## src/rtl/bd_pkg.sv

```systemverilog
package bd_pkg;

	// Default widths
	localparam int SAMPLE_BITS_DEF = 16;
	localparam int COEFF_BITS_DEF  = 16;

	// Fixed field widths
	localparam int TRIG_BITS  = 15;
	localparam int ENV_BITS   = 15;
	localparam int STAGE_BITS = 32;

	// Register reset values, Q0.16 and Q0.15
	localparam int SMOOTH_RESET  = 1287;
	localparam int RELEASE_RESET = 65468;
	localparam int TRIGGER_RESET = 983;

	// Register indexes
	localparam logic [1:0] REG_SMOOTH  = 2'd0;
	localparam logic [1:0] REG_RELEASE = 2'd1;
	localparam logic [1:0] REG_TRIGGER = 2'd2;

	typedef enum logic [2:0] {
		ST_IDLE,
		ST_MUL,
		ST_ADD,
		ST_ENV,
		ST_TRIG
	} state_t;

	typedef enum logic [1:0] {
		PH_FIRST,
		PH_SECOND,
		PH_PEAK
	} phase_t;

endpackage

```

## src/rtl/bd_mac.sv

```systemverilog
// Shared multiply/round/accumulate: res = sat_q31(base + rnd(coef * diff)).
// The product is registered; rounding, add and saturation follow combinationally.
module bd_mac #(
	parameter int COEFF_BITS = bd_pkg::COEFF_BITS_DEF
) (
	input  logic                                 clk,
	input  logic                                 mul_en,
	input  logic signed [bd_pkg::STAGE_BITS:0]   diff,
	input  logic        [COEFF_BITS-1:0]         coef,
	input  logic signed [bd_pkg::STAGE_BITS-1:0] base,
	output logic signed [bd_pkg::STAGE_BITS-1:0] res
);

	localparam int PW = bd_pkg::STAGE_BITS + 2 + COEFF_BITS;
	localparam int RW = PW - COEFF_BITS;
	localparam int SW = bd_pkg::STAGE_BITS + 3;
	localparam logic signed [SW-1:0] SAT_MAX = SW'(64'sd2147483647);
	localparam logic signed [SW-1:0] SAT_MIN = SW'(-64'sd2147483648);

	logic signed [COEFF_BITS:0] coef_s;
	logic signed [PW-1:0]       prod_s1;
	logic signed [PW-1:0]       rnd_sum;
	logic signed [RW-1:0]       rounded;
	logic signed [SW-1:0]       sum;

	assign coef_s = $signed({1'b0, coef});

	always_ff @(posedge clk) begin
		if (mul_en) begin
			prod_s1 <= diff * coef_s;
		end
	end

	// Round to nearest, ties up: add half an LSB, then floor shift.
	assign rnd_sum = prod_s1 + (PW'(1) <<< (COEFF_BITS - 1));
	assign rounded = rnd_sum[PW-1:COEFF_BITS];
	assign sum     = SW'(base) + SW'(rounded);

	always_comb begin
		if (sum > SAT_MAX) begin
			res = SAT_MAX[bd_pkg::STAGE_BITS-1:0];
		end else if (sum < SAT_MIN) begin
			res = SAT_MIN[bd_pkg::STAGE_BITS-1:0];
		end else begin
			res = sum[bd_pkg::STAGE_BITS-1:0];
		end
	end

endmodule

```

## src/rtl/beat_detector_unit.sv

```systemverilog
// Each request runs MUL, ADD, MUL, ADD, ENV, then MUL, ADD unless the envelope attacks, then TRIG;
// a new one is taken only back in IDLE. Each sample passes through the single multiply/accumulate
// unit three times (two lowpass stages, release), twice on attack, when release is skipped.
// A new request is taken while the previous result still waits in the output register.
// Reset (arst_n low, asynchronous) clears both filter stages, the envelope and the
// trigger, and returns the coefficient and level registers to their defaults.
module beat_detector_unit #(
	parameter int SAMPLE_BITS = bd_pkg::SAMPLE_BITS_DEF,
	parameter int COEFF_BITS  = bd_pkg::COEFF_BITS_DEF,
	localparam int S_TDATA_W  = ((SAMPLE_BITS + 7) / 8) * 8,
	localparam int M_FIELDS   = 2 + bd_pkg::ENV_BITS,
	localparam int M_TDATA_W  = ((M_FIELDS + 7) / 8) * 8,
	localparam int CFG_W      = (COEFF_BITS > bd_pkg::TRIG_BITS) ? COEFF_BITS
	                                                              : bd_pkg::TRIG_BITS
) (
	input  logic                  clk,
	input  logic                  arst_n,
	input  logic                  s_tvalid,
	output logic                  s_tready,
	input  logic [S_TDATA_W-1:0]  s_tdata,  // [SAMPLE_BITS-1:0] sample
	output logic                  m_tvalid,
	input  logic                  m_tready,
	output logic [M_TDATA_W-1:0]  m_tdata,  // [0] beat_pulse, [1] beat_active, [16:2] envelope
	input  logic                  cfg_we,
	input  logic [1:0]            cfg_index,
	input  logic [CFG_W-1:0]      cfg_data
);

	localparam int XSHIFT    = bd_pkg::STAGE_BITS - SAMPLE_BITS;
	localparam int SB        = bd_pkg::STAGE_BITS;
	localparam logic signed [SB-1:0] STAGE_MIN = SB'(-64'sd2147483648);

	// Configuration registers
	logic [COEFF_BITS-1:0]        smooth_q;
	logic [COEFF_BITS-1:0]        release_q;
	logic [bd_pkg::TRIG_BITS-1:0] trigger_q;

	// Architectural state
	logic signed [SB-1:0] first_q;
	logic signed [SB-1:0] second_q;
	logic [SB-2:0]        peak_q;
	logic                 trig_q;

	// Sequencer and shared-unit operands
	bd_pkg::state_t       state_q, state_d;
	bd_pkg::phase_t       phase_q;
	logic signed [SB:0]   diff_q;
	logic signed [SB-1:0] base_q;
	logic [COEFF_BITS-1:0] coef_q;
	logic signed [SB-1:0] mac_res;

	// Output register
	logic                 m_tvalid_q;
	logic [M_TDATA_W-1:0] m_tdata_q;

	// Per-sample helpers
	logic signed [SB-1:0] sample_x;
	logic [SB-2:0]        env_abs;
	logic [SB-2:0]        thr;
	logic [SB+2:0]        peak_x5;
	logic [SB+2:0]        thr_x4;
	logic                 trig_next;
	logic                 out_free;

	assign s_tready = (state_q == bd_pkg::ST_IDLE);
	assign m_tvalid = m_tvalid_q;
	assign m_tdata  = m_tdata_q;
	assign out_free = !m_tvalid_q || m_tready;

	// Align the sample to Q1.31.
	assign sample_x = SB'($signed(s_tdata[SAMPLE_BITS-1:0])) <<< XSHIFT;

	// Magnitude of the second stage; the most negative value saturates.
	always_comb begin
		if (!second_q[SB-1]) begin
			env_abs = second_q[SB-2:0];
		end else if (second_q == STAGE_MIN) begin
			env_abs = {(SB-1){1'b1}};
		end else begin
			env_abs = (SB-1)'(-second_q);
		end
	end

	// Schmitt trigger: set above the level, clear below 0.8 of it.
	assign thr     = {trigger_q, 16'b0};
	assign peak_x5 = (SB+3)'(peak_q) + ((SB+3)'(peak_q) << 2);
	assign thr_x4  = (SB+3)'(thr) << 2;
	assign trig_next = trig_q ? !(peak_x5 < thr_x4) : (peak_q > thr);

	bd_mac #(
		.COEFF_BITS (COEFF_BITS)
	) u_mac (
		.clk    (clk),
		.mul_en (state_q == bd_pkg::ST_MUL),
		.diff   (diff_q),
		.coef   (coef_q),
		.base   (base_q),
		.res    (mac_res)
	);

	// Configuration writes; unknown indexes drop.
	always_ff @(posedge clk or negedge arst_n) begin
		if (!arst_n) begin
			smooth_q  <= COEFF_BITS'(bd_pkg::SMOOTH_RESET);
			release_q <= COEFF_BITS'(bd_pkg::RELEASE_RESET);
			trigger_q <= bd_pkg::TRIG_BITS'(bd_pkg::TRIGGER_RESET);
		end else if (cfg_we) begin
			case (cfg_index)
				bd_pkg::REG_SMOOTH:  smooth_q  <= cfg_data[COEFF_BITS-1:0];
				bd_pkg::REG_RELEASE: release_q <= cfg_data[COEFF_BITS-1:0];
				bd_pkg::REG_TRIGGER: trigger_q <= cfg_data[bd_pkg::TRIG_BITS-1:0];
				default: ;
			endcase
		end
	end

	always_ff @(posedge clk or negedge arst_n) begin
		if (!arst_n) begin
			state_q <= bd_pkg::ST_IDLE;
		end else begin
			state_q <= state_d;
		end
	end

	always_comb begin
		state_d = state_q;
		case (state_q)
			bd_pkg::ST_IDLE: begin
				if (s_tvalid) begin
					state_d = bd_pkg::ST_MUL;
				end
			end
			bd_pkg::ST_MUL: state_d = bd_pkg::ST_ADD;
			bd_pkg::ST_ADD: begin
				case (phase_q)
					bd_pkg::PH_FIRST:  state_d = bd_pkg::ST_MUL;
					bd_pkg::PH_SECOND: state_d = bd_pkg::ST_ENV;
					default:           state_d = bd_pkg::ST_TRIG;
				endcase
			end
			bd_pkg::ST_ENV: begin
				// Instant attack skips the release pass.
				if (env_abs > peak_q) begin
					state_d = bd_pkg::ST_TRIG;
				end else begin
					state_d = bd_pkg::ST_MUL;
				end
			end
			bd_pkg::ST_TRIG: begin
				// Hold until the output register can take the result.
				if (out_free) begin
					state_d = bd_pkg::ST_IDLE;
				end
			end
			default: state_d = bd_pkg::ST_IDLE;
		endcase
	end

	// Filter, envelope and trigger state
	always_ff @(posedge clk or negedge arst_n) begin
		if (!arst_n) begin
			first_q  <= '0;
			second_q <= '0;
			peak_q   <= '0;
			trig_q   <= 1'b0;
			phase_q  <= bd_pkg::PH_FIRST;
		end else begin
			case (state_q)
				bd_pkg::ST_IDLE: phase_q <= bd_pkg::PH_FIRST;
				bd_pkg::ST_ADD: begin
					case (phase_q)
						bd_pkg::PH_FIRST: begin
							first_q <= mac_res;
							phase_q <= bd_pkg::PH_SECOND;
						end
						bd_pkg::PH_SECOND: second_q <= mac_res;
						default:           peak_q   <= mac_res[SB-2:0];
					endcase
				end
				bd_pkg::ST_ENV: begin
					if (env_abs > peak_q) begin
						peak_q <= env_abs;
					end else begin
						phase_q <= bd_pkg::PH_PEAK;
					end
				end
				bd_pkg::ST_TRIG: begin
					if (out_free) begin
						trig_q <= trig_next;
					end
				end
				default: ;
			endcase
		end
	end

	// Operands of the shared unit; release pass: e + rnd((peak - e) * r).
	always_ff @(posedge clk) begin
		case (state_q)
			bd_pkg::ST_IDLE: begin
				diff_q <= (SB+1)'(sample_x) - (SB+1)'(first_q);
				base_q <= first_q;
				coef_q <= smooth_q;
			end
			bd_pkg::ST_ADD: begin
				diff_q <= (SB+1)'(mac_res) - (SB+1)'(second_q);
				base_q <= second_q;
			end
			bd_pkg::ST_ENV: begin
				diff_q <= $signed({2'b00, peak_q}) - $signed({2'b00, env_abs});
				base_q <= $signed({1'b0, env_abs});
				coef_q <= release_q;
			end
			default: ;
		endcase
	end

	// Output register
	always_ff @(posedge clk or negedge arst_n) begin
		if (!arst_n) begin
			m_tvalid_q <= 1'b0;
		end else if (state_q == bd_pkg::ST_TRIG && out_free) begin
			m_tvalid_q <= 1'b1;
		end else if (m_tready) begin
			m_tvalid_q <= 1'b0;
		end
	end

	always_ff @(posedge clk) begin
		if (state_q == bd_pkg::ST_TRIG && out_free) begin
			m_tdata_q <= M_TDATA_W'({peak_q[SB-2:16], trig_next, trig_next & !trig_q});
		end
	end

	// A result appears only out of the trigger step.
	a_valid_from_trig: assert property (@(posedge clk) disable iff (!arst_n)
		$rose(m_tvalid_q) |-> $past(state_q == bd_pkg::ST_TRIG))
		else $error("result raised outside the trigger step");

	// The release pass never raises the envelope.
	a_release_decays: assert property (@(posedge clk) disable iff (!arst_n)
		(state_q == bd_pkg::ST_ADD && phase_q == bd_pkg::PH_PEAK) |=>
		(peak_q <= $past(peak_q)))
		else $error("release raised the envelope");

	// A pulse implies the trigger is on.
	a_pulse_active: assert property (@(posedge clk) disable iff (!arst_n)
		m_tvalid_q |-> (!m_tdata_q[0] || m_tdata_q[1]))
		else $error("pulse without active trigger");

endmodule
```

## config.mk

```make
export PLATFORM = sky130hd
export DESIGN_NAME = beat_detector_unit
export DESIGN_NICKNAME = d
export VERILOG_FILES = /design/src/rtl/bd_pkg.sv /design/src/rtl/bd_mac.sv /design/src/rtl/beat_detector_unit.sv
export SDC_FILE = /design/constraint.sdc
export NUM_CORES = 2
export LEC_CHECK = 0
export BUFFER_PORTS_ARGS = -buffer_cell sky130_fd_sc_hd__buf_2
export CAP_MARGIN = 10
export CORE_UTILIZATION = 35
export DETAILED_ROUTE_END_ITERATION = 8
export GPL_TIMING_DRIVEN = 0
export MAX_ROUTING_LAYER = met4
export SLEW_MARGIN = 20
export SYNTH_ARGS = -nofsm -noshare
export SYNTH_HDL_FRONTEND = slang
export SYNTH_SLANG_ARGS = --single-unit
```

## constraint.sdc

```tcl
create_clock -name clk -period 9.3 [get_ports clk]
set_clock_uncertainty 0.15 [all_clocks]
set_input_delay 1.86 -clock clk [delete_from_list [all_inputs] [get_ports clk]]
set_output_delay 1.86 -clock clk [all_outputs]
set_load 0.1 [all_outputs]
```

**After elaboration in Yosys (flattened, before gate mapping)**

Index checks and enable logic that the tools add are counted.

- Multiply operators: 1
- Multiplexer cells: 21
- Add/sub/neg operators: 7
- Order comparisons: 5
- Bitwise gates (word level): 1
- Reduce and logical (&&, ||, !) cells: 22
- Equal/unequal tests: 14

Operator list:

| operator | number |
|---|---|
| $mux W31 | 4 |
| $pmux W33 S3 | 1 |
| $pmux W32 S3 | 1 |
| $sub A32 B32 Y33 | 2 |
| $mux W32 | 2 |
| $gt A31 B31 Y1 | 2 |
| $pmux W31 S2 | 1 |
| $add A50 B17 Y50 const B | 1 |
| $mul A33 B17 Y50 | 1 |
| $add A32 B34 Y35 | 1 |
| $gt A35 B32 Y1 const B | 1 |
| $lt A35 B32 Y1 const B | 1 |
| $add A31 B33 Y34 | 1 |
| $lt A34 B33 Y1 | 1 |
| $eq A32 B32 Y1 const B | 1 |
| $pmux W16 S2 | 1 |
| $sub A31 B31 Y32 | 1 |
| $neg A31 Y31 | 1 |
| $pmux W3 S5 | 1 |
| $reduce_and A2 Y1 | 7 |
| $ne A2 B2 Y1 const B | 5 |
| $mux W3 | 3 |
| $eq A3 B2 Y1 const B | 2 |
| $pmux W2 S3 | 1 |
| 18 further kinds | 28 |

- Output and inout port bits: 26
- Bits in registers: 297
- Input bits: 39
- Word-level logic and storage cells: 86

**Longest topological paths before layout**

- Depth after elaboration: 7
- Depth in mapped cells: 34
- Gate-level depth less buffers: 32

**Hierarchy**

A second synthesis with hierarchy kept.

- Cells, all modules: 4333
- Area, all modules: 39235.1 um^2

By module, submodules not included:

| module | seq. area each (um^2) | area an instance (um^2) | cells each | times used |
|---|---|---|---|---|
| bd_mac | 1051.0 | 21486.9 | 2430 | 1 |
| beat_detector_unit | 6703.9 | 17748.3 | 1903 | 1 |

**Worst setup path after synthesis**

Ideal clock, no wire load.

- Kind: reg-to-reg
- From: register u_mac.prod_s1[20]
- To: register diff_q[31], data pin
- Setup time: 0.259 ns
- Buffers on the path: 3
- Slack: 2.074 ns
- Data required time: 8.891 ns
- Cell stages (with the launch flop): 30
- Clock period less this slack: 7.226 ns
- Arrival: 6.817 ns
- Cells stage by stage: edfxtp_1 > and3_1 > and3_1 > nand4_1 > or2_2 > nor2_1 > nand4_1 > xnor2_1 > ha_1 > clkbuf_1 > a21oi_1 > o21ai_0 > o31a_1 > a311o_1 > and3_1 > o31ai_4 > buf_2 > buf_2 > nand2_1 > ha_1 > nor2b_1 > o31a_2 > o31a_1 > a221oi_4 > o2bb2ai_2 > a311o_2 > a211o_2 > a41oi_2 > mux2i_1 > a211o_1

- Cells in the longest elaborated chain, start to end: 7
- Elaborated cells on any way between the ends: 8

Ends and longest elaborated chain:

| item | line | source |
|---|---|---|
| start: declaration | bd_mac.sv:21 | `logic signed [PW-1:0] prod_s1;` |
| start signal: assignment | bd_mac.sv:30 | `prod_s1 <= diff * coef_s;` |
| $add A50 B17 Y50 * | bd_mac.sv:35 | `assign rnd_sum = prod_s1 + (PW'(1) <<< (COEFF_BITS - 1));` |
| $add A32 B34 Y35 * | bd_mac.sv:37 | `assign sum = SW'(base) + SW'(rounded);` |
| $lt A35 B32 Y1 | bd_mac.sv:42 | `end else if (sum < SAT_MIN) begin` |
| $mux W32 | bd_mac.sv:42 |  |
| $mux W32 * | bd_mac.sv:40 | `if (sum > SAT_MAX) begin` |
| net mac_res[1] | beat_detector_unit.sv:50 | `logic signed [SB-1:0] mac_res;` |
| $sub A32 B32 Y33 * | beat_detector_unit.sv:206 | `diff_q <= (SB+1)'(mac_res) - (SB+1)'(second_q);` |
| $pmux W33 S3 * | beat_detector_unit.sv:199 | `case (state_q)` |
| end signal: assignment | beat_detector_unit.sv:201 | `diff_q <= (SB+1)'(sample_x) - (SB+1)'(first_q);` |
| end signal: assignment | beat_detector_unit.sv:206 |  |
| end signal: assignment | beat_detector_unit.sv:210 | `diff_q <= $signed({2'b00, peak_q}) - $signed({2'b00, env_abs});` |
| end: declaration | beat_detector_unit.sv:47 | `logic signed [SB:0] diff_q;` |

The timed path passes the listed nets; every way through them passes the cells marked *.
A chain may end at the register's enable or synchronous reset.

**Worst setup path in the final report**

Same ends and word-level chain as after synthesis.

==> summary.txt <==
status: finished, final reports clean
Root Buffer: clkbuf_16
# IOs: 65
final setup vio count: 0
antenna violations before repair: 6
DRC viols: 0
Synth area leader: fa_1
mean routed wirelength per cell: 21.8 um
hold-fix buffers at CTS: 0
CP Max Fanout: 7
Worst setup EP type: register
Worst-path clk slew: 60 ps
CP Launch Type: register
Placeable Area: 108,000 um^2
Hold Path Class: reg2reg
#FFs+latches synth: 282
Port-buffer cells: 57
most used cell, CP: buf_4
RSZ-0062 raised after global routing: no
Final period util: 0.973
max cap viols: 0
DR pass1 iterations: 6
GRT overflow: 0
sequential share of the synthesized area: 0.203
RePlAce Congestion: 0.960
dominant cells by area after synthesis: fa_1, edfxtp_1, ha_1
reg2reg end: diff_q[31]
worst slew pin tran: 1140 ps
Die H: 333 um
CTS tree: done
clk buf depth: 3
most frequent cells in the layout: inv_1, nand2_1, fa_1, ha_1, and2_1
Worst Hold Slack: 354 ps
Most used DFF post-synth: edfxtp_1
CP max stage delay: 470 ps
initial drt markers: 2,533
Worst-Skew Late Latency: 570 ps
R2R Setup Slk: 250 ps
Critical Path RT: 9410 ps
Initial Utilization: 0.355
WP data arrival: 9160 ps
Final min period: 9050 ps
Critical path origin: u_mac.prod_s1[20]
vias in the first global route: 31,400
most common cell after layout, fill and taps aside: inv_1
Layout Nets: 5,195
total CTS buffers: 35
Mapped Cells: 4,247
Slew HR: 0.235
Post-synth ARST share: 0.528
Clock Sink Count: 282
GRT Util Overall: 0.237
Fin. Hold Viols: 0
r2r startpoint: u_mac.prod_s1[20]
Final WS setup: 249 ps
CP max-delay cell: or3_1
via count: 30,900
area delta synth->final: 9.16%
FP Rows: 120
yosys warns: 0
global-route wire length before repair: 194,000 um
pre-CTS WS: -885 ps
path depth of the worst reg2reg path: 32
layout cells sized above 1: 0.0684
share of the synthesized area in the top cell type: 0.264
ANT nets after route: 0
Setup crit end: diff_q[31]
mean number of vias per cell: 5.34
fmax: 110 MHz
largest net degree at the start of global routing: 70
Die ar.: 111,000 um^2
Non-Filler Instances: 5,796
syn avg cell area: 9.01 um^2
final WL: 126,000 um
die width: 333 um
H-Tree Depth: 2
Netlist cell types: 101
post-synth design cell area: 38,300 um^2
placed cells: 5,721
post-detail-place hpwl: 104,000 um
Slew Viols, Final: 0
EDFF count, synth: 133
Crit Path Class: reg2reg
-- how the worst min path moves through the flow --
stage | from | end | slack, ps | cells after the start
floorplan | state_q[2] | state_q[0] | 320 | 1
global placement | release_q[6] | release_q[6] | 340 | 1
detailed placement | release_q[0] | release_q[0] | 340 | 1
CTS | release_q[0] | release_q[0] | 360 | 1
global route | smooth_q[15] | smooth_q[15] | 380 | 1
finish | release_q[0] | release_q[0] | 350 | 1
-- final cells by class --
class,instances,area (um^2)
Fill cell,10900,66000
Clock buffer,43,941
Timing Repair Buffer,71,464
Antenna cell,5,12.5
Tap cell,1403,1760
Inverter,660,2480
Clock inverter,21,206
Buffer,177,727
Multi-Input combinational cell,3134,27400
Sequential cell,282,7750
-- routing by layer --
metal	up-vias	track usage	part of all wire
met2	985	0.362	0.45
met3	182	0.0317	0.060
li1	14100	-	-
met1	15600	0.320	0.45
met5	-	-	0
met4	0	0.0860	0.039
-- sequential cells by signal (all words and copies together), names as in the netlist, 17 cells and up --
name           count
diff_q            33
first_q           32
base_q            32
u_mac.prod_s1     35
peak_q            31
m_tdata           17
second_q          32
-- cell usage after synthesis (9+ instances only) --
master    instances
inv_1           658
nand2_1         645
fa_1            504
ha_1            291
and2_1          203
a21oi_1         199
nor2_1          188
o21ai_0         149
clkbuf_1        143
xnor2_1         140
edfxtp_1        133
dfrtp_1         123
mux2_2           64
xor2_1           58
a21o_1           56
nand3_1          52
nor3_1           51
o31ai_1          35
nand4_1          30
o21ai_1          30
nand2b_1         29
o21a_1           29
a211oi_1         28
and3_1           28
a22oi_1          27
dfstp_2          26
nor2b_1          24
nor4_1           22
o211ai_1         17
a31oi_1          16
buf_2            13
or3_1            13
o21bai_1         11
buf_4            10
a21boi_0          9
buf_1             9
-- through the flow --
step                TNS (ps)  instance area [um^2]   util
floorplan                  0                 38300      -
global placement       -2950                 40300  0.374
detailed placement     -3090                 40500  0.376
CTS                        0                 41700  0.387
global route               0                 41800  0.387
finish                     0                 41800  0.388
-- worst max-delay path, delay by kind of cell, from the launching register on --
kind | cells | cell delay, ps
AO/OA/AOI/OAI | 12 | 3710
XOR/XNOR | 1 | 160
adder cells (fa/ha/maj) | 2 | 650
buffers and inverters | 4 | 750
flip-flops | 1 | 430
multiplexers | 1 | 100
AND/OR/NAND/NOR | 12 | 2790
-- cell families after synthesis --
logic type / Yosys count / share of synthesized area
and+or+nand+nor: 1325 / 0.161
DFF: 282 / 0.203
AOI/OAI and AO/OA: 737 / 0.127
other: 1 / 0.0000980
buffers and inverters: 837 / 0.0837
muxes: 71 / 0.0207
xor gates and xnor gates: 199 / 0.0457
adders and majority gates: 795 / 0.359
-- what timing repair did --
| item | CTS | global route |
|---|---|---|
| pin swaps | 2 | 1 |
| buffers inserted | 4 | 2 |
| resized for setup | 5 | 14 |
| endpoints found under the setup margin | 13 | 14 |
Power is not shown: default switching activity piles up to over one toggle a cycle in this logic, so the estimate is an artifact.
